===== src/hdl/kmp_pkg.sv =====
package kmp_pkg;

  // Default sizes, handed to the top-level parameters.
  localparam int unsigned MAX_PATTERN_DEF   = 16;
  localparam int unsigned POSITION_BITS_DEF = 16;

  // Fixed field widths.
  localparam int unsigned BYTE_W     = 8;
  localparam int unsigned CFG_DATA_W = 64;
  localparam int unsigned CFG_IDX_W  = 2;
  localparam int unsigned LEN_W      = 5;
  localparam int unsigned SHIFT_W    = 16;
  localparam int unsigned PAT_W      = 2 * CFG_DATA_W;

  // Configuration register indexes.
  typedef enum logic [CFG_IDX_W-1:0] {
    CFG_CHARS_LOW  = 2'd0,
    CFG_CHARS_HIGH = 2'd1,
    CFG_LENGTH     = 2'd2
  } cfg_index_e;

  // Controller states.
  typedef enum logic [1:0] {
    ST_INIT,
    ST_BUILD,
    ST_IDLE,
    ST_MATCH
  } state_e;

  // Commands from the controller to the datapath.
  typedef struct packed {
    logic cfg_wr;
    logic init;
    logic build_step;
    logic load;
    logic match_step;
  } dp_cmd_t;

  // Status from the datapath to the controller.
  typedef struct packed {
    logic build_done;
    logic match_follow;
    logic out_free;
  } dp_status_t;

endpackage


===== src/hdl/kmp_ctrl.sv =====
module kmp_ctrl (
  input  logic                                clk_i,
  input  logic                                rst_ni,
  input  logic                                cfg_valid_i,
  input  logic [kmp_pkg::CFG_IDX_W-1:0]       cfg_index_i,
  output logic                                cfg_ready_o,
  input  logic                                s_valid_i,
  output logic                                s_ready_o,
  input  kmp_pkg::dp_status_t                 status_i,
  output kmp_pkg::dp_cmd_t                    cmd_o
);

  kmp_pkg::state_e state_q, state_d;
  logic            cfg_known;

  // Register writes are always taken.
  assign cfg_ready_o = 1'b1;

  assign cfg_known = (cfg_index_i == kmp_pkg::CFG_CHARS_LOW) ||
                     (cfg_index_i == kmp_pkg::CFG_CHARS_HIGH) ||
                     (cfg_index_i == kmp_pkg::CFG_LENGTH);

  // State register.
  always_ff @(posedge clk_i or negedge rst_ni) begin
    if (!rst_ni) begin
      state_q <= kmp_pkg::ST_INIT;
    end else begin
      state_q <= state_d;
    end
  end

  // Next state and commands.
  always_comb begin
    state_d   = state_q;
    cmd_o     = '0;
    s_ready_o = 1'b0;
    case (state_q)
      kmp_pkg::ST_INIT: begin
        cmd_o.init = 1'b1;
        state_d    = kmp_pkg::ST_BUILD;
      end
      kmp_pkg::ST_BUILD: begin
        if (status_i.build_done) begin
          state_d = kmp_pkg::ST_IDLE;
        end else begin
          cmd_o.build_step = 1'b1;
        end
      end
      kmp_pkg::ST_IDLE: begin
        s_ready_o = !cfg_valid_i;
        if (s_valid_i && !cfg_valid_i) begin
          cmd_o.load = 1'b1;
          state_d    = kmp_pkg::ST_MATCH;
        end
      end
      kmp_pkg::ST_MATCH: begin
        cmd_o.match_step = 1'b1;
        if (!status_i.match_follow && status_i.out_free) begin
          state_d = kmp_pkg::ST_IDLE;
        end
      end
      default: begin
        state_d = kmp_pkg::ST_INIT;
      end
    endcase

    // A known register write restarts the table build.
    if (cfg_valid_i) begin
      cmd_o.cfg_wr = 1'b1;
      if (cfg_known) begin
        cmd_o.init       = 1'b0;
        cmd_o.build_step = 1'b0;
        cmd_o.load       = 1'b0;
        cmd_o.match_step = 1'b0;
        state_d          = kmp_pkg::ST_INIT;
      end
    end
  end

endmodule


===== src/hdl/kmp_dp.sv =====
module kmp_dp #(
  parameter int unsigned MAX_PATTERN   = kmp_pkg::MAX_PATTERN_DEF,
  parameter int unsigned POSITION_BITS = kmp_pkg::POSITION_BITS_DEF
) (
  input  logic                                clk_i,
  input  logic                                rst_ni,
  input  logic [kmp_pkg::CFG_IDX_W-1:0]       cfg_index_i,
  input  logic [kmp_pkg::CFG_DATA_W-1:0]      cfg_data_i,
  input  logic [kmp_pkg::BYTE_W-1:0]          text_byte_i,
  input  logic                                end_of_text_i,
  input  kmp_pkg::dp_cmd_t                    cmd_i,
  output kmp_pkg::dp_status_t                 status_o,
  input  logic                                m_ready_i,
  output logic                                m_valid_o,
  output logic                                match_found_o,
  output logic [kmp_pkg::SHIFT_W-1:0]         match_shift_o,
  output logic                                text_done_o
);

  localparam int unsigned LW = $clog2(MAX_PATTERN + 1);
  localparam int unsigned SW = (POSITION_BITS > kmp_pkg::SHIFT_W) ?
                               POSITION_BITS : kmp_pkg::SHIFT_W;

  // Byte k of the pattern, byte 0 in the lowest bits.
  function automatic logic [kmp_pkg::BYTE_W-1:0] pat_byte(
    input logic [kmp_pkg::PAT_W-1:0] pat,
    input logic [3:0]                k
  );
    return pat[{k, 3'b000} +: kmp_pkg::BYTE_W];
  endfunction

  // Configuration registers.
  logic [kmp_pkg::CFG_DATA_W-1:0] chars_lo_q, chars_hi_q;
  logic [kmp_pkg::LEN_W-1:0]      len_q;
  logic [kmp_pkg::PAT_W-1:0]      pat;
  logic [LW-1:0]                  n_len;

  // Failure table and search state.
  logic [LW-1:0]                  ft_q [MAX_PATTERN+1];
  logic [LW-1:0]                  i_q, i_d, bj_q, bj_d, mc_q, mc_d;
  logic [POSITION_BITS-1:0]       pos_q, pos_d;
  logic [kmp_pkg::BYTE_W-1:0]     c_q;
  logic                           eot_q;

  // Result register.
  logic                           mvalid_q, mvalid_d;
  logic                           found_q;
  logic [kmp_pkg::SHIFT_W-1:0]    shift_q;
  logic                           done_q;

  logic [kmp_pkg::BYTE_W-1:0]     pj_b, pi_b, pj_m;
  logic                           follow_b, follow_m, hit, found, out_free, resolve;
  logic [LW-1:0]                  v_b, i_next, jn, ft_addr, ft_rd;
  logic [LW:0]                    i_plus;
  logic [SW-1:0]                  shift_sum;

  assign pat = {chars_hi_q, chars_lo_q};

  // Effective length: zero counts as one, large values clamp to the maximum.
  always_comb begin
    if (len_q == '0) begin
      n_len = LW'(1);
    end else if (len_q > kmp_pkg::LEN_W'(MAX_PATTERN)) begin
      n_len = LW'(MAX_PATTERN);
    end else begin
      n_len = LW'(len_q);
    end
  end

  // Table build: compare the candidate prefix byte against byte i.
  assign pj_b     = pat_byte(pat, 4'(bj_q));
  assign pi_b     = pat_byte(pat, 4'(i_q));
  assign follow_b = (bj_q != '0) && (pj_b != pi_b);
  assign v_b      = (pj_b == pi_b) ? bj_q + LW'(1) : '0;
  assign i_next   = i_q + LW'(1);
  assign i_plus   = {1'b0, i_q} + (LW+1)'(1);

  // Text match: compare the next pattern byte against the text byte.
  assign pj_m     = pat_byte(pat, 4'(mc_q));
  assign hit      = (pj_m == c_q);
  assign follow_m = (mc_q != '0) && !hit;
  assign jn       = hit ? mc_q + LW'(1) : mc_q;
  assign found    = (jn == n_len);
  assign out_free = !mvalid_q || m_ready_i;
  assign resolve  = cmd_i.match_step && !follow_m && out_free;

  // Single table read: a failure link, or the link of the full length.
  assign ft_addr = cmd_i.build_step ? bj_q : (follow_m ? mc_q : n_len);
  assign ft_rd   = ft_q[ft_addr];

  // Start offset of a match, low bits kept.
  assign shift_sum = SW'(pos_q) + SW'(1) - SW'(n_len);

  // The build is done once every index below the length has been handled.
  assign status_o.build_done   = (i_plus > {1'b0, n_len});
  assign status_o.match_follow = follow_m;
  assign status_o.out_free     = out_free;

  // Next values of the search state.
  always_comb begin
    i_d      = i_q;
    bj_d     = bj_q;
    mc_d     = mc_q;
    pos_d    = pos_q;
    mvalid_d = mvalid_q;
    if (cmd_i.init) begin
      i_d   = LW'(1);
      bj_d  = '0;
      mc_d  = '0;
      pos_d = '0;
    end
    if (cmd_i.build_step) begin
      if (follow_b) begin
        bj_d = ft_rd;
      end else begin
        i_d  = i_next;
        bj_d = v_b;
      end
    end
    if (cmd_i.load && (mc_q >= n_len)) begin
      mc_d = '0;
    end
    if (cmd_i.match_step && follow_m) begin
      mc_d = ft_rd;
    end
    if (m_ready_i) begin
      mvalid_d = 1'b0;
    end
    if (resolve) begin
      mc_d     = found ? ft_rd : jn;
      mvalid_d = 1'b1;
      if (pos_q != '1) begin
        pos_d = pos_q + POSITION_BITS'(1);
      end
      if (eot_q) begin
        mc_d  = '0;
        pos_d = '0;
      end
    end
  end

  // Control and configuration registers.
  always_ff @(posedge clk_i or negedge rst_ni) begin
    if (!rst_ni) begin
      chars_lo_q <= '0;
      chars_hi_q <= '0;
      len_q      <= kmp_pkg::LEN_W'(1);
      i_q        <= LW'(1);
      bj_q       <= '0;
      mc_q       <= '0;
      pos_q      <= '0;
      mvalid_q   <= 1'b0;
    end else begin
      i_q      <= i_d;
      bj_q     <= bj_d;
      mc_q     <= mc_d;
      pos_q    <= pos_d;
      mvalid_q <= mvalid_d;
      if (cmd_i.cfg_wr) begin
        case (cfg_index_i)
          kmp_pkg::CFG_CHARS_LOW:  chars_lo_q <= cfg_data_i;
          kmp_pkg::CFG_CHARS_HIGH: chars_hi_q <= cfg_data_i;
          kmp_pkg::CFG_LENGTH:     len_q      <= cfg_data_i[kmp_pkg::LEN_W-1:0];
          default: begin
          end
        endcase
      end
    end
  end

  // Failure table writes.
  always_ff @(posedge clk_i) begin
    if (cmd_i.init) begin
      ft_q[LW'(1)] <= '0;
    end
    if (cmd_i.build_step && !follow_b) begin
      ft_q[i_next] <= v_b;
    end
  end

  // Payload registers.
  always_ff @(posedge clk_i) begin
    if (cmd_i.load) begin
      c_q   <= text_byte_i;
      eot_q <= end_of_text_i;
    end
    if (resolve) begin
      found_q <= found;
      shift_q <= found ? shift_sum[kmp_pkg::SHIFT_W-1:0] : '0;
      done_q  <= eot_q;
    end
  end

  assign m_valid_o     = mvalid_q;
  assign match_found_o = found_q;
  assign match_shift_o = shift_q;
  assign text_done_o   = done_q;

  // A failure link always points to a shorter prefix.
  a_match_link_shrinks: assert property (@(posedge clk_i) disable iff (!rst_ni)
    (cmd_i.match_step && follow_m) |-> (ft_rd < mc_q))
    else $error("match failure link does not shrink");

  a_build_link_shrinks: assert property (@(posedge clk_i) disable iff (!rst_ni)
    (cmd_i.build_step && follow_b) |-> (ft_rd < bj_q))
    else $error("build failure link does not shrink");

  // The matched length stays below the pattern length while matching.
  a_count_in_range: assert property (@(posedge clk_i) disable iff (!rst_ni)
    cmd_i.match_step |-> (mc_q < n_len))
    else $error("matched count out of range");

  // The last byte of a text leaves the search at its start.
  a_eot_clears: assert property (@(posedge clk_i) disable iff (!rst_ni)
    (resolve && eot_q) |=> ((mc_q == '0) && (pos_q == '0)))
    else $error("end of text did not clear the search");

endmodule


===== src/hdl/kmp_pattern_matcher.sv =====
// Knuth-Morris-Pratt matcher over a byte stream.
// Configuration: write the pattern bytes (index 0 = bytes 0..7, index 1 =
// bytes 8..15) and the pattern length (index 2) on the cfg channel while no
// text is in flight. Each known write rebuilds the failure table and restarts
// the search; writes with any other index are ignored.
// Text enters on the s_axis channel, one byte per transaction, tlast marking
// the last byte of a text. Each byte yields one transaction on m_axis: tuser
// flags a full match ending at this byte, tdata gives its start offset and
// tlast echoes the input tlast. After the last byte the position and matched
// length return to zero.
// Timing: a byte is taken in from the idle state, then the match step follows
// one failure link after another and resolves the byte into the output
// register; a new byte is taken in only once the previous one has resolved.
// The match step has a single table read port. The result is visible the
// cycle after it resolves. The table build after reset or a known write runs
// an init step and then the build steps, during which s_axis_tready is low.
// A stalled m_axis holds its result; the next byte is still taken in and
// waits in the match step until the output register frees up.
module kmp_pattern_matcher #(
  parameter int unsigned MAX_PATTERN   = kmp_pkg::MAX_PATTERN_DEF,
  parameter int unsigned POSITION_BITS = kmp_pkg::POSITION_BITS_DEF
) (
  input  logic                                clk_i,
  input  logic                                rst_ni,
  // Configuration write channel.
  input  logic                                cfg_valid_i,
  output logic                                cfg_ready_o,
  input  logic [kmp_pkg::CFG_IDX_W-1:0]       cfg_index_i,
  input  logic [kmp_pkg::CFG_DATA_W-1:0]      cfg_data_i,
  // Text input stream.
  input  logic                                s_axis_tvalid,
  output logic                                s_axis_tready,
  input  logic [kmp_pkg::BYTE_W-1:0]          s_axis_tdata,   // text_byte
  input  logic                                s_axis_tlast,   // end_of_text
  // Result stream.
  output logic                                m_axis_tvalid,
  input  logic                                m_axis_tready,
  output logic [kmp_pkg::SHIFT_W-1:0]         m_axis_tdata,   // match_shift
  output logic                                m_axis_tuser,   // match_found
  output logic                                m_axis_tlast    // text_done
);

  kmp_pkg::dp_cmd_t    cmd;
  kmp_pkg::dp_status_t status;

  kmp_ctrl u_ctrl (
    .clk_i       (clk_i),
    .rst_ni      (rst_ni),
    .cfg_valid_i (cfg_valid_i),
    .cfg_index_i (cfg_index_i),
    .cfg_ready_o (cfg_ready_o),
    .s_valid_i   (s_axis_tvalid),
    .s_ready_o   (s_axis_tready),
    .status_i    (status),
    .cmd_o       (cmd)
  );

  kmp_dp #(
    .MAX_PATTERN   (MAX_PATTERN),
    .POSITION_BITS (POSITION_BITS)
  ) u_dp (
    .clk_i         (clk_i),
    .rst_ni        (rst_ni),
    .cfg_index_i   (cfg_index_i),
    .cfg_data_i    (cfg_data_i),
    .text_byte_i   (s_axis_tdata),
    .end_of_text_i (s_axis_tlast),
    .cmd_i         (cmd),
    .status_o      (status),
    .m_ready_i     (m_axis_tready),
    .m_valid_o     (m_axis_tvalid),
    .match_found_o (m_axis_tuser),
    .match_shift_o (m_axis_tdata),
    .text_done_o   (m_axis_tlast)
  );

endmodule


===== config.mk =====
export PLATFORM = sky130hd
export DESIGN_NAME = kmp_pattern_matcher
export DESIGN_NICKNAME = d
export VERILOG_FILES = /design/src/hdl/kmp_pkg.sv /design/src/hdl/kmp_ctrl.sv /design/src/hdl/kmp_dp.sv /design/src/hdl/kmp_pattern_matcher.sv
export SDC_FILE = /design/constraint.sdc
export NUM_CORES = 1
export LEC_CHECK = 0
export BUFFER_PORTS_ARGS = -buffer_cell sky130_fd_sc_hd__buf_2
export CELL_PAD_IN_SITES_DETAIL_PLACEMENT = 1
export CELL_PAD_IN_SITES_GLOBAL_PLACEMENT = 1
export CORE_MARGIN = 2
export CORE_UTILIZATION = 45
export CTS_BUF_LIST = sky130_fd_sc_hd__clkbuf_16
export DETAILED_ROUTE_END_ITERATION = 6
export GPL_TIMING_DRIVEN = 0
export PLACE_DENSITY_LB_ADDON = 0.2
export SLEW_MARGIN = 20
export SYNTH_ARGS = -nofsm -noshare
export SYNTH_HDL_FRONTEND = slang
export SYNTH_SLANG_ARGS = --single-unit

===== constraint.sdc =====
create_clock -name clk_i -period 8.7 [get_ports clk_i]
set_input_delay 1.74 -clock clk_i [delete_from_list [all_inputs] [get_ports clk_i]]
set_output_delay 1.74 -clock clk_i [all_outputs]
set_load 0.01 [all_outputs]

**Word level (Yosys, flattened, before mapping)**

Memories as Yosys holds them, arrays and structs flattened.
Cells that the tools add are included.
Widths: inputs -> output; s select.

- Register bits after elaboration: 194
- RAM bits: 85
- Bits of input ports: 80
- Logic and storage cells: 111
- Memories kept: 1

- $add $sub $neg: 6
- Order comparisons: 3
- Equal/unequal tests: 10
- Shift-type cells: 3
- Mux-type cells: 45
- Reduce and logical (&&, ||, !) cells: 29

Memories:

| memory | depth | width | rd ports | clocked after Yosys merged registers in | write ports | line | source |
|---|---|---|---|---|---|---|---|
| u_dp.ft_q | 17 | 5 | 1 | 0 | 1 | kmp_dp.sv:39 | `logic [LW-1:0] ft_q [MAX_PATTERN+1];` |

Operators with widths:

| kind | count |
|---|---|
| $shiftx 128x8->8 | 3 |
| $mux 5 | 20 |
| $mux 16 | 4 |
| $add 16x1->16 const B | 1 |
| $eq 8x8->1 | 2 |
| $ne 16x16->1 const B | 1 |
| $sub 16x5->16 | 1 |
| $add 5x1->5 const B | 3 |
| $mux 1 | 14 |
| $mux 2 | 5 |
| $reduce_bool 5->1 | 2 |
| $logic_and 1x1->1 | 9 |
| $ne 8x8->1 | 1 |
| $pmux 2 s4 | 1 |
| $add 5x1->6 const B | 1 |
| $eq 2x2->1 const B | 3 |
| $gt 6x5->1 | 1 |
| $reduce_and 2->1 | 3 |
| $eq 5x5->1 | 1 |
| $ge 5x5->1 | 1 |
| $gt 5x5->1 const B | 1 |
| $logic_not 1->1 | 5 |
| $logic_not 5->1 | 1 |
| $reduce_or 5->1 | 1 |
| other kinds (6) | 11 |

**Depth between registers and ports, before layout**

Gate-level depths: netlist of run 1.

- Depth after elaboration: 13
- Mapped depth: 21
- Gate-level depth less buffers: 17

**By module**

From an unflattened synthesis of run 1, not the netlist that was laid out.

- Cell total of the unflattened synthesis: 1,350
- Area, all modules: 16,382.0 µm²

By module, submodules not included:

| module | instances | cells each | area each (µm²) |
|---|---|---|---|
| kmp_dp | 1 | 1,332 | 16,229.3 |
| kmp_ctrl | 1 | 18 | 152.6 |

**Worst setup path after synthesis of run 1**

Ideal clock, no wire load.

- Path type: reg-to-reg
- Start: register u_dp.i_q[0]
- End: memory u_dp.ft_q[1][0] in the netlist's numbering, enable pin
- Library setup time: 374 ps
- Data arrival time: 4,217 ps
- Data required time: 8,326 ps
- Slack: 4,109 ps
- Stages on the path, launching flop included: 11
- Buffers on the path: 2
- Clock period less this slack: 4,591 ps
- Cell sequence: dfstp_2 -> buf_1 -> clkbuf_1 -> mux4_2 -> mux4_2 -> xor2_1 -> nor4_1 -> or2_2 -> nand2_1 -> or4_1 -> o21ai_0

- Longest elaborated chain between the ends: 11
- Elaborated cells between the ends (all ways): 17
- Those cells by class: 2 x add/sub; 1 x order compare; 1 x eq/ne; 1 x shift; 8 x mux; 4 x reduce/logical

RTL lines:

| element | line | source |
|---|---|---|
| from (decl) | kmp_dp.sv:40 | `logic [LW-1:0] i_q, i_d, bj_q, bj_d, mc_q, mc_d;` |
| from (signal assigned) | kmp_dp.sv:154 | `i_q <= i_d;` |
| $add 5x1->6 | kmp_dp.sv:76 | `assign i_plus = {1'b0, i_q} + (LW+1)'(1);` |
| $gt 6x5->1 | kmp_dp.sv:95 | `assign status_o.build_done = (i_plus > {1'b0, n_len});` |
| $mux 1 | kmp_ctrl.sv:43 | `if (status_i.build_done) begin` |
| $mux 1 | kmp_ctrl.sv:37 | `case (state_q)` |
| $mux 4 | kmp_ctrl.sv:70 | `if (cfg_known) begin` |
| $mux 5 | kmp_ctrl.sv:68 | `if (cfg_valid_i) begin` |
| $logic_and 1x1->1 | kmp_dp.sv:176 | `if (cmd_i.build_step && !follow_b) begin` |
| $mux 1 | kmp_dp.sv:176 |  |
| $mux 1 (not written as such) | kmp_dp.sv:177 | `ft_q[i_next] <= v_b;` |
| $reduce_or 5->1 (no line) | -- |  |
| $mux 5 (no line) / $mux 1 (equally long branches) | -- |  |
| to (decl) | kmp_dp.sv:39 |  |

Several ways; a longest one is shown, not always the timed one.

**Worst setup path after layout of run 1**

- Start: register u_dp.bj_q[0]
- End: memory u_dp.ft_q[1][3] in the netlist's numbering, enable pin

- Longest elaborated chain between the ends: 9
- Elaborated cells between the ends (all ways): 11
- Those cells by class: 1 x eq/ne; 1 x shift; 4 x mux; 5 x reduce/logical

RTL lines:

| element | line | source |
|---|---|---|
| from (decl) | kmp_dp.sv:40 |  |
| from (signal assigned) | kmp_dp.sv:155 | `bj_q <= bj_d;` |
| $shiftx 128x8->8 | kmp_dp.sv:29 | `return pat[{k, 3'b000} +: kmp_pkg::BYTE_W];` |
| $ne 8x8->1 | kmp_dp.sv:73 | `assign follow_b = (bj_q != '0) && (pj_b != pi_b);` |
| $logic_and 1x1->1 * | kmp_dp.sv:73 |  |
| $logic_not 1->1 * | kmp_dp.sv:176 |  |
| $logic_and 1x1->1 * | kmp_dp.sv:176 |  |
| $mux 1 * | kmp_dp.sv:176 |  |
| $mux 1 (not written as such) * | kmp_dp.sv:177 |  |
| $reduce_or 5->1 (no line) | -- |  |
| $mux 5 (no line) / $mux 1 (equally long branches) | -- |  |

Every way passes the cells marked *; elsewhere a longest branch is shown, timed or not.

==> impl_metrics.toml, run 1 <==
[synthesis]
synth_top_cell_area_share = 0.260
yosys_warnings = 0
yosysMostFrequentCell = "dfrtp_1"
ys_ff_latch = 279
synth_edf_count = 112
ys_dominant_reg_cell = "dfrtp_1"
synth.top_cells.by_area = "dfrtp_1 26%, edfxtp_1 21%, mux2_2 11%"
yosysTopAreaCell = "dfrtp_1"
ys_seq_area_frac = 0.475
synth_nets = 1320
avgSynthCellArea_sq_um = 13.0
synth_area_sq_um = 15900
synthArstFlopShare = 0.599
synthCells = 1220
synth.distinct_cells = 80
netlist_top_cells_count = "165 x dfrtp_1, 151 x mux2_2, 112 x edfxtp_1"

[critical_path]
startpoint_type = "register"
cp_top_family = "simple AND/OR/NAND/NOR gates"
worstPathCellList = "clkbuf_1 -> buf_2 -> buf_1 -> mux2i_1 -> a221oi_1 -> o21ai_0 -> nand2_1 -> xnor2_1 -> nand4_1 -> nor4_1 -> or2_2 -> nand2_1 -> or4_1 -> o21ai_0"
path_buf_inv = 3
path_max_fanout = 10
worst_ep_required_time_ps = 8850
cp_slowest_cell = "buf_1"
max_stage_delay_ps = 870
arrival_ps = 6670
crit_path_end_kind = "register"
setup.worst_path.class = "register to register"

[die]
fp.dieArea_sq_um = 36800
core-area_sq_um = 34600
io_pins = 101
die_h_um = 192
die_x_um = 192
start_util = 0.459
num_rows = 68

[pwr]
p_comb_frac = 0.404
p_leak_nw = 7.01
sequentialPowerShare = 0.328
power.total_mw = 5.32
switching_share = 0.371
powerDensity_nw_per_um2 = 293
ir_drop_mv = 0.170
p_switching_mw = 1.98
intPower_mw = 3.34
p_clk_frac = 0.268

[min_path]
hp-class = "register to register"

[clocking]
cts_resized = 0
cts_setup_buffers = 0
cts_sinks = 279
cts-root-buf = "clkbuf_16"
cts_tree = "yes"
numCtsBuffers = 34
hold_buffers = 0
htreeDepth = 2
path_clk_slew_ps = 60
clock_path_buffers = 3
clock_latency_ps = 540

[sta]
hold_violations = 0
rsz0062_at_grt = "false"
setup_viol = 0
period_share = 0.749
clock_skew_ps = 20.1
final-max-slew-violation-count = 0
relSlewSlack = 0.238
tightestPinTransition_ps = 1140
tns_ps = 0
fin_crit_ps = 6520
max_freq_ghz = 0.153
whs_ps = 551

[global_route]
grt_max_degree = 86
grt_usage = 0.276
grt.overflow.total = 0
antenna_found_initial = 1
grt_first_pass_wirelength_um = 75000
grt_pass1_vias = 12218

[outcome]
status = "finished clean"

[cells_and_area]
fin_cells = 1837
fillers = 3487
synthToLayoutAreaGrowth_pct = 14.2
nets = 1457
n_antenna_cell = 0
final_cell_area_sq_um = 18200
layout-drive-gt1-share = 0.315

[placed_design]
dp_hpwl_um = 35400
placed_area_sq_um = 17000
port_buffers = 99
dp.cells = 1775
place_congestion = 0.912

[run]
max_cap_viol_count = 0

[routing]
drc_errors = 0
wl_met1_um = 20600
first_pass_iters = 6
drt_iter0_markers = 802
drtAntennaViolNets = 0
wl_met3_um = 2770
dr_wl_met2_um = 24000
vias = 11400
wl_um = 49300
drt-wirelength-per-cell_um = 26.8
top_layer = "met4"
via_per_inst = 6.21
metal layers:
metal	track usage	vias to the layer above
met2	0.465	409
met4	0.110	0
met3	0.0431	112
met5	0	-
met1	0.358	5916
li1	-	4963
final cells by class:
class	count	area (sq um)	area share
flip-flops and latches	279	7540	0.416
multi-input cells	846	7930	0.437
inverters	20	75.1	0.00414
repair buffers	101	548	0.0302
clock buffers	35	876	0.0482
clock inverters	26	236	0.0130
plain buffers	75	375	0.0207
well taps	455	569	0.0314
worst paths after layout:
| check | to | slack, ps | from | cells after the start |
|---|---|---|---|---|
| min in group asynchronous | u_dp.chars_lo_q[49]$_DFFE_PN0P_ | 1230 | rst_ni | 1 |
| worst min register to register | u_dp.chars_hi_q[9]$_DFFE_PN0P_ | 550 | u_dp.chars_hi_q[9]$_DFFE_PN0P_ | 1 |
| worst min-delay path | u_dp.chars_hi_q[9]$_DFFE_PN0P_ | 550 | u_dp.chars_hi_q[9]$_DFFE_PN0P_ | 1 |
| max in group asynchronous | u_dp.len_q[0]$_DFFE_PN1P_ | 6580 | rst_ni | 2 |
| worst max register to register | u_dp.ft_q[1][3]$_DFFE_PP_ | 2180 | u_dp.bj_q[0]$_DFFE_PN0P_ | 14 |
| worst max-delay path | u_dp.ft_q[1][3]$_DFFE_PP_ | 2180 | u_dp.bj_q[0]$_DFFE_PN0P_ | 14 |
sequential cells by signal, indices dropped and copies added, names as in the netlist, 5 cells and up:
register            cells
u_dp.ft_q              85
u_dp.chars_hi_q        64
u_dp.chars_lo_q        64
u_dp.match_shift_o     16
u_dp.pos_q             16
u_dp.c_q                8
u_dp.bj_q               5
u_dp.i_q                5
u_dp.len_q              5
u_dp.mc_q               5
metrics by stage:
step / utilization / setup slack (ps)
2_1_floorplan: - / 4110
3_3_place_gp: 0.490 / 2410
3_5_place_dp: 0.491 / 2400
4_1_cts: 0.523 / 2370
5_1_grt: 0.524 / 1860
6_report: 0.524 / 2180
kinds of logic (layout without fill, tap and decap cells):
group                      Yosys count  count (layout)  share of synthesized area
adders and majority gates           21              21                     0.0168
buffers and inverters               95             257                     0.0283
and+or+nand+nor                    264             264                     0.0842
other                                1               1                   0.000236
xor gates and xnor gates            63              63                     0.0364
DFF                                279             279                      0.475
muxes                              337             337                      0.286
AOI/OAI and AO/OA                  160             160                     0.0735
power groups by stage:
stage	Clock (mW)	Combinational [mW]	Sequential (mW)
floorplan	0	1.52	1.69
global placement	0	2.07	1.75
detailed placement	0	2.11	1.76
CTS	1.45	2.13	1.74
global route	1.50	2.30	1.77
finish	1.42	2.15	1.74
cell usage in the layout (no fill, tap or decap), types with 23 or more instances in the layout:
cell and instances:
o21ai_0 35, dfrtp_1 165, mux2_2 151, a221oi_1 23, inv_1 25, mux4_2 73, nand2_1 69, mux2i_1 108
edfxtp_1 112, buf_2 115, nand3_1 29, xnor2_1 32, nor2_1 68, clkbuf_1 38, xor2_1 29, clkbuf_16 35
worst reg2reg max path, stage by stage, from the launching register on:
cell and delay (ps):
dfrtp_1 360, clkbuf_1 420, buf_2 430, buf_1 870, mux2i_1 190, a221oi_1 540, o21ai_0 150, nand2_1 130
xnor2_1 150, nand4_1 260, nor4_1 850, or2_2 250, nand2_1 250, or4_1 600, o21ai_0 700
Power figures use the tool's default switching activity.
==> run 2, diff against run 1 <==
--- a/config.mk
+++ b/config.mk
@@ -5,6 +5,7 @@
 export SDC_FILE = /design/constraint.sdc
 export NUM_CORES = 1
 export LEC_CHECK = 0
+export ABC_AREA = 1
 export BUFFER_PORTS_ARGS = -buffer_cell sky130_fd_sc_hd__buf_2
 export CELL_PAD_IN_SITES_DETAIL_PLACEMENT = 1
 export CELL_PAD_IN_SITES_GLOBAL_PLACEMENT = 1
==> constraint.sdc (replaced) <==
create_clock -name clk_i -period 6.2 [get_ports clk_i]
set_input_delay 1.24 -clock clk_i [delete_from_list [all_inputs] [get_ports clk_i]]
set_output_delay 1.24 -clock clk_i [all_outputs]
set_load 0.01 [all_outputs]
==> run 2 against run 1 <==
- fmax increased by 32%
- via count increased by 43%
- synthesized cell count increased by 75%
- worst setup slack got worse by 900 ps
- utilization decreased by 0.84 points
==> impl_metrics.toml, run 2 <==
[sta]
max_freq_ghz = 0.203
clock_skew_ps = 19.3
hold_violations = 0
rsz0062_at_grt = "false"
period_share = 0.794
fin_crit_ps = 4930
tns_ps = 0
final-max-slew-violation-count = 0
tightestPinTransition_ps = 1090
whs_ps = 483
relSlewSlack = 0.270
setup_viol = 0

[cells_and_area]
final_cell_area_sq_um = 18300
multi_input_area_sq_um = 7150
layout-drive-gt1-share = 0.104
final_core_util = 0.516
final_cell_mix = "519 x nand2_1, 292 x o21ai_0, 263 x inv_1"
fillers = 4529
regArea_sq_um = 7540
final_common_cell = "nand2_1"
nets = 2365
largest_reg_flops = 85
top_register = "u_dp.ft_q"
n_antenna_cell = 0
reg_top3 = "u_dp.ft_q: 85 flops, u_dp.chars_hi_q: 64 flops, u_dp.chars_lo_q: 64 flops"
synthToLayoutAreaGrowth_pct = 12.8

[synthesis]
ys_dominant_reg_cell = "dfrtp_1"
ys_ff_latch = 279
netlist_top_cells_count = "519 x nand2_1, 292 x o21ai_0, 254 x inv_1"
synthArstFlopShare = 0.599
synth.distinct_cells = 51
synth_area_sq_um = 16300
yosysTopAreaCell = "dfrtp_1"
ys_seq_area_frac = 0.464
synth_nets = 2232
synth.top_cells.by_area = "dfrtp_1 25%, edfxtp_1 21%, nand2_1 12%"
synth_edf_count = 112
synthCells = 2132
yosys_warnings = 0
synth_top_cell_area_share = 0.254
yosysMostFrequentCell = "nand2_1"
avgSynthCellArea_sq_um = 7.63

[die]
core-area_sq_um = 35600
fp.dieArea_sq_um = 37700
start_util = 0.457
die_x_um = 194
die_h_um = 194
io_pins = 101
num_rows = 69

[clocking]
htreeDepth = 1
hold_buffers = 0
cts_tree = "yes"
clock_latency_ps = 600
clock_path_buffers = 3
cts_resized = 0
numCtsBuffers = 31
path_clk_slew_ps = 70
cts-root-buf = "clkbuf_16"
cts_sinks = 279
cts_setup_buffers = 0

[routing]
drt-wirelength-per-cell_um = 23.8
drtAntennaViolNets = 0
drc_errors = 0
drt_iter0_markers = 1494
wl_um = 65400
vias = 16332
via_per_inst = 5.94
first_pass_iters = 6

[global_route]
grt.overflow.total = 0
grt_first_pass_wirelength_um = 99300
grt_usage = 0.343
grt_pass1_vias = 16908
grt_max_degree = 92
antenna_found_initial = 0

[run]
max_cap_viol_count = 0

[pwr]
p_switching_mw = 3.84
sequentialPowerShare = 0.294
p_leak_nw = 8.64
p_comb_frac = 0.490
switching_share = 0.469
powerDensity_nw_per_um2 = 446
intPower_mw = 4.35
power.total_mw = 8.19
ir_drop_mv = 0.319
p_clk_frac = 0.216

[critical_path]
arrival_ps = 5150
setup.worst_path.class = "register to register"
startpoint_type = "register"
worst_ep_required_time_ps = 6430
crit_path_end_kind = "register"
path_max_fanout = 10

[outcome]
status = "finished clean"

[placed_design]
port_buffers = 99
place_congestion = 1.01
dp_hpwl_um = 48300
placed_area_sq_um = 17400

[min_path]
hp-class = "register to register"
[run 2: changes by cell type in the layout (fill, tap and decap cells not counted), sizes merged, moves of 77 or more]
cell / delta
mux2i: -108
mux4: -77
o21ai: +265
nand2: +453
a21oi: +110
mux2: -152
inv: +246
nand3: +192
[run 2: layout make-up]
class | instances | share of cell area
plain buffers | 121 | 0.0324
clock buffers | 31 | 0.0423
clock inverters | 26 | 0.00996
inverters | 264 | 0.0541
multi-input cells | 1468 | 0.390
flip-flops and latches | 279 | 0.411
well taps | 461 | 0.0314
repair buffers | 100 | 0.0290
[run 2: worst paths after layout]
| kind | slack, ps | startpoint | cells after the start | end |
|---|---|---|---|---|
| max | 1270 | u_dp.i_q[0]$_DFF_PN1_ | 15 | u_dp.ft_q[16][1]$_DFFE_PP_ |
| min | 480 | u_dp.chars_hi_q[53]$_DFFE_PN0P_ | 2 | u_dp.chars_hi_q[53]$_DFFE_PN0P_ |
| max reg2reg | 1270 | u_dp.i_q[0]$_DFF_PN1_ | 15 | u_dp.ft_q[16][1]$_DFFE_PP_ |
| min reg2reg | 480 | u_dp.chars_hi_q[53]$_DFFE_PN0P_ | 2 | u_dp.chars_hi_q[53]$_DFFE_PN0P_ |
| max in group asynchronous | 4700 | rst_ni | 2 | u_dp.chars_lo_q[38]$_DFFE_PN0P_ |
| min in group asynchronous | 590 | rst_ni | 1 | u_dp.pos_q[10]$_DFF_PN0_ |
[run 2: power by group through the flow]
stage / Sequential (mW) / Clock [mW] / Combinational, mW
after floorplan: 2.32 / 0 / 2.60
after global placement: 2.42 / 0 / 3.76
after detailed placement: 2.43 / 0 / 3.90
after CTS: 2.40 / 1.78 / 3.93
after global routing: 2.42 / 1.85 / 4.38
final: 2.41 / 1.77 / 4.02
[run 2: metrics by stage]
step	worst slack [ps]	cells
after floorplan	2800	2132
after global placement	1220	2692
after detailed placement	1560	2693
after CTS	1510	2750
after global routing	1100	2750
final	1270	2750
[run 2: kinds of logic after synthesis]
logic type / synth area share
simple gates: 0.238
other cells: 0.000231
flops: 0.464
xor+xnor: 0.0200
fa+ha+maj: 0.0158
compound gates: 0.165
buf+inv: 0.0976
[run 2: worst max-delay path: stages, from the launching register on]
cell and delay (ps):
dfstp_2 570, buf_2 260, clkbuf_1 590, o21ai_0 260, nand3_1 160, nand3_1 80
nand2_1 110, xor2_1 80, nor2_1 210, nand3b_1 180, nor4_1 540, or2_1 220
nand2_1 190, nor2_2 200, nand2_1 190, nor3_1 700
[run 2: metal layers]
metal	GRT usage	vias to the layer above	share of wire
li1	-	7329	-
met1	0.432	8159	0.40
met2	0.585	642	0.48
met3	0.0435	202	0.062
met4	0.164	0	0.054
met5	0	-	0
==> run 3, diff against run 2 <==
--- a/config.mk
+++ b/config.mk
@@ -10,7 +10,7 @@
 export CELL_PAD_IN_SITES_DETAIL_PLACEMENT = 1
 export CELL_PAD_IN_SITES_GLOBAL_PLACEMENT = 1
 export CORE_MARGIN = 2
-export CORE_UTILIZATION = 45
+export CORE_UTILIZATION = 41
 export CTS_BUF_LIST = sky130_fd_sc_hd__clkbuf_16
 export DETAILED_ROUTE_END_ITERATION = 6
 export GPL_TIMING_DRIVEN = 0
==> constraint.sdc (replaced) <==
create_clock -name clk_i -period 4 [get_ports clk_i]
set_input_delay 0.8 -clock clk_i [delete_from_list [all_inputs] [get_ports clk_i]]
set_output_delay 0.8 -clock clk_i [all_outputs]
set_load 0.01 [all_outputs]
==> run 3 against run 2 <==
- register-to-register slack worse by 1200 ps
- first-iteration DRC count down 12%
- critical path depth up 1
- clock power up 63%
- highest routed layer unchanged
- critical endpoint is now u_dp.ft_q[16][4]$_DFFE_PP_
- flip-flop and latch count unchanged
- total power up 61%
- die area up 9.6%
- combinational power up 63%
- worst setup slack worse by 1200 ps
- routed wire length up 3.6%
- utilization down 3.0 points
==> impl_metrics.toml, run 3 (synthesis gave the netlist of run 2 again) <==
[die]
num_rows = 72
start_util = 0.418
core-area_sq_um = 38900
fp.dieArea_sq_um = 41300
die_h_um = 203
io_pins = 101
die_x_um = 203

[routing]
drt-wirelength-per-cell_um = 24.1
drc_errors = 0
via_per_inst = 5.77
vias = 16228
drt_iter0_markers = 1314
drtAntennaViolNets = 0
first_pass_iters = 6
wl_um = 67700

[global_route]
grt_max_degree = 87
grt.overflow.total = 0
grt_busiest_layer = "met2"
use_met1 = 0.410
grt_pass1_vias = 16956
grtUsageMet2 = 0.557
antenna_found_initial = 0
met3_usage = 0.0438
grt_usage = 0.326
grt_first_pass_wirelength_um = 102000

[pwr]
ir_drop_mv = 0.400
p_leak_nw = 8.79
powerDensity_nw_per_um2 = 697

[placed_design]
place_congestion = 0.994
dp_hpwl_um = 49700
pre_cts_slack_ps = -869
dp.cells = 2750
port_buffers = 99

[critical_path]
startpoint_type = "register"
crit_path_end_kind = "register"
crit_end = "u_dp.ft_q[16][4]$_DFFE_PP_"
arrival_ps = 4260
r2r_end = "u_dp.ft_q[16][4]$_DFFE_PP_"
r2r_slack_ps = 50
r2r_cells = 16
rr_startpoint = "u_dp.i_q[0]$_DFF_PN1_"
worst_ep_required_time_ps = 4310
crit_path_start = "u_dp.i_q[0]$_DFF_PN1_"
setup.worst_path.class = "register to register"
path_max_fanout = 10

[cells_and_area]
top_register = "u_dp.ft_q"
multi_input_area_sq_um = 7420
final_common_cell = "nand2_1"
final_cell_mix = "510 x nand2_1, 289 x o21ai_0, 259 x inv_1"
fin_cells = 2812
reg_top3 = "u_dp.ft_q: 85 flops, u_dp.chars_hi_q: 64 flops, u_dp.chars_lo_q: 64 flops"
largest_reg_flops = 85
synthToLayoutAreaGrowth_pct = 16.3
fillers = 4889
n_antenna_cell = 0
regArea_sq_um = 7550
nets = 2373
layout-drive-gt1-share = 0.138

[outcome]
status = "finished clean"

[sta]
final-max-slew-violation-count = 0
max_freq_ghz = 0.253
tns_ps = 0
clock_skew_ps = 17.5
fin_ws_ps = 54.0
tightestPinTransition_ps = 991
relSlewSlack = 0.339
fin_crit_ps = 3950
setup_viol = 0
period_share = 0.986
hold_violations = 0

[clocking]
cts_tree = "yes"
path_clk_slew_ps = 60
htreeDepth = 1
cts_sinks = 279
hold_buffers = 0
clock_path_buffers = 3
numCtsBuffers = 31
clock_latency_ps = 610
cts-root-buf = "clkbuf_16"

[min_path]
hp-class = "primary input to asynchronous set/reset pin"

[run]
max_cap_viol_count = 0
==> run 3: worst min path at each step <==
stage	endpoint	cells after the start	from
finish	u_dp.chars_hi_q[15]$_DFFE_PN0P_	1	rst_ni
global route	u_dp.chars_hi_q[15]$_DFFE_PN0P_	1	rst_ni
CTS	u_dp.chars_hi_q[15]$_DFFE_PN0P_	1	rst_ni
detailed placement	u_dp.chars_hi_q[54]$_DFFE_PN0P_	2	u_dp.chars_hi_q[54]$_DFFE_PN0P_
global placement	u_dp.chars_lo_q[54]$_DFFE_PN0P_	2	u_dp.chars_lo_q[54]$_DFFE_PN0P_
floorplan	u_dp.chars_hi_q[10]$_DFFE_PN0P_	2	u_dp.chars_hi_q[10]$_DFFE_PN0P_
==> run 3: area by class of cell <==
cell class / count / area share
well taps: 518 / 0.0343
flip-flops and latches: 279 / 0.399
repair buffers: 109 / 0.0318
multi-input cells: 1468 / 0.393
clock inverters: 23 / 0.0122
inverters: 264 / 0.0529
plain buffers: 120 / 0.0363
clock buffers: 31 / 0.0410
==> run 3: metal layers <==
layer / vias up / part of all wire
met4: 0 / 0.050
met1: 8154 / 0.41
li1: 7332 / -
met2: 577 / 0.48
met5: - / 0
met3: 165 / 0.059
==> run 3: timing repair <==
item	in CTS	in global routing
endpoints found under the setup margin	225	224
setup buffers	3	6
pin swaps	3	6
hold endpoints to repair	0	0
gates resized for setup	54	82
==> run 3: report_power, final <==
group          internal [mW]  leakage (nW)  switching, mW
Combinational           2.02          5.18           4.55
Clock                   1.66         0.513           1.22
Sequential              3.35          3.10          0.380
Total                   7.03          8.79           6.14
==> run 3: stage by stage <==
stage                      util  hold slack (ps)  power [mW]  cell area [sq um]
after detailed placement  0.449              473        9.87              17500
after global routing      0.486              228        13.9              18900
after CTS                 0.479              217        12.9              18700
after global placement    0.447              469        9.68              17400
final                     0.486              149        13.2              18900
after floorplan               -              453        7.62              16300
==> run 3: worst max-delay path, stage by stage (launching register included) <==
cell and delay [ps]:
dfstp_2 570, buf_2 250, clkbuf_4 300, a21oi_1 90, o21ai_0 100, o2111ai_1 190, a21oi_1 210, a21oi_1 70
xnor2_1 170, nand3b_1 250, nor4_4 270, or2_1 220, nand2_2 170, nor2_1 270, inv_1 150, nor3_4 190
buf_4 170
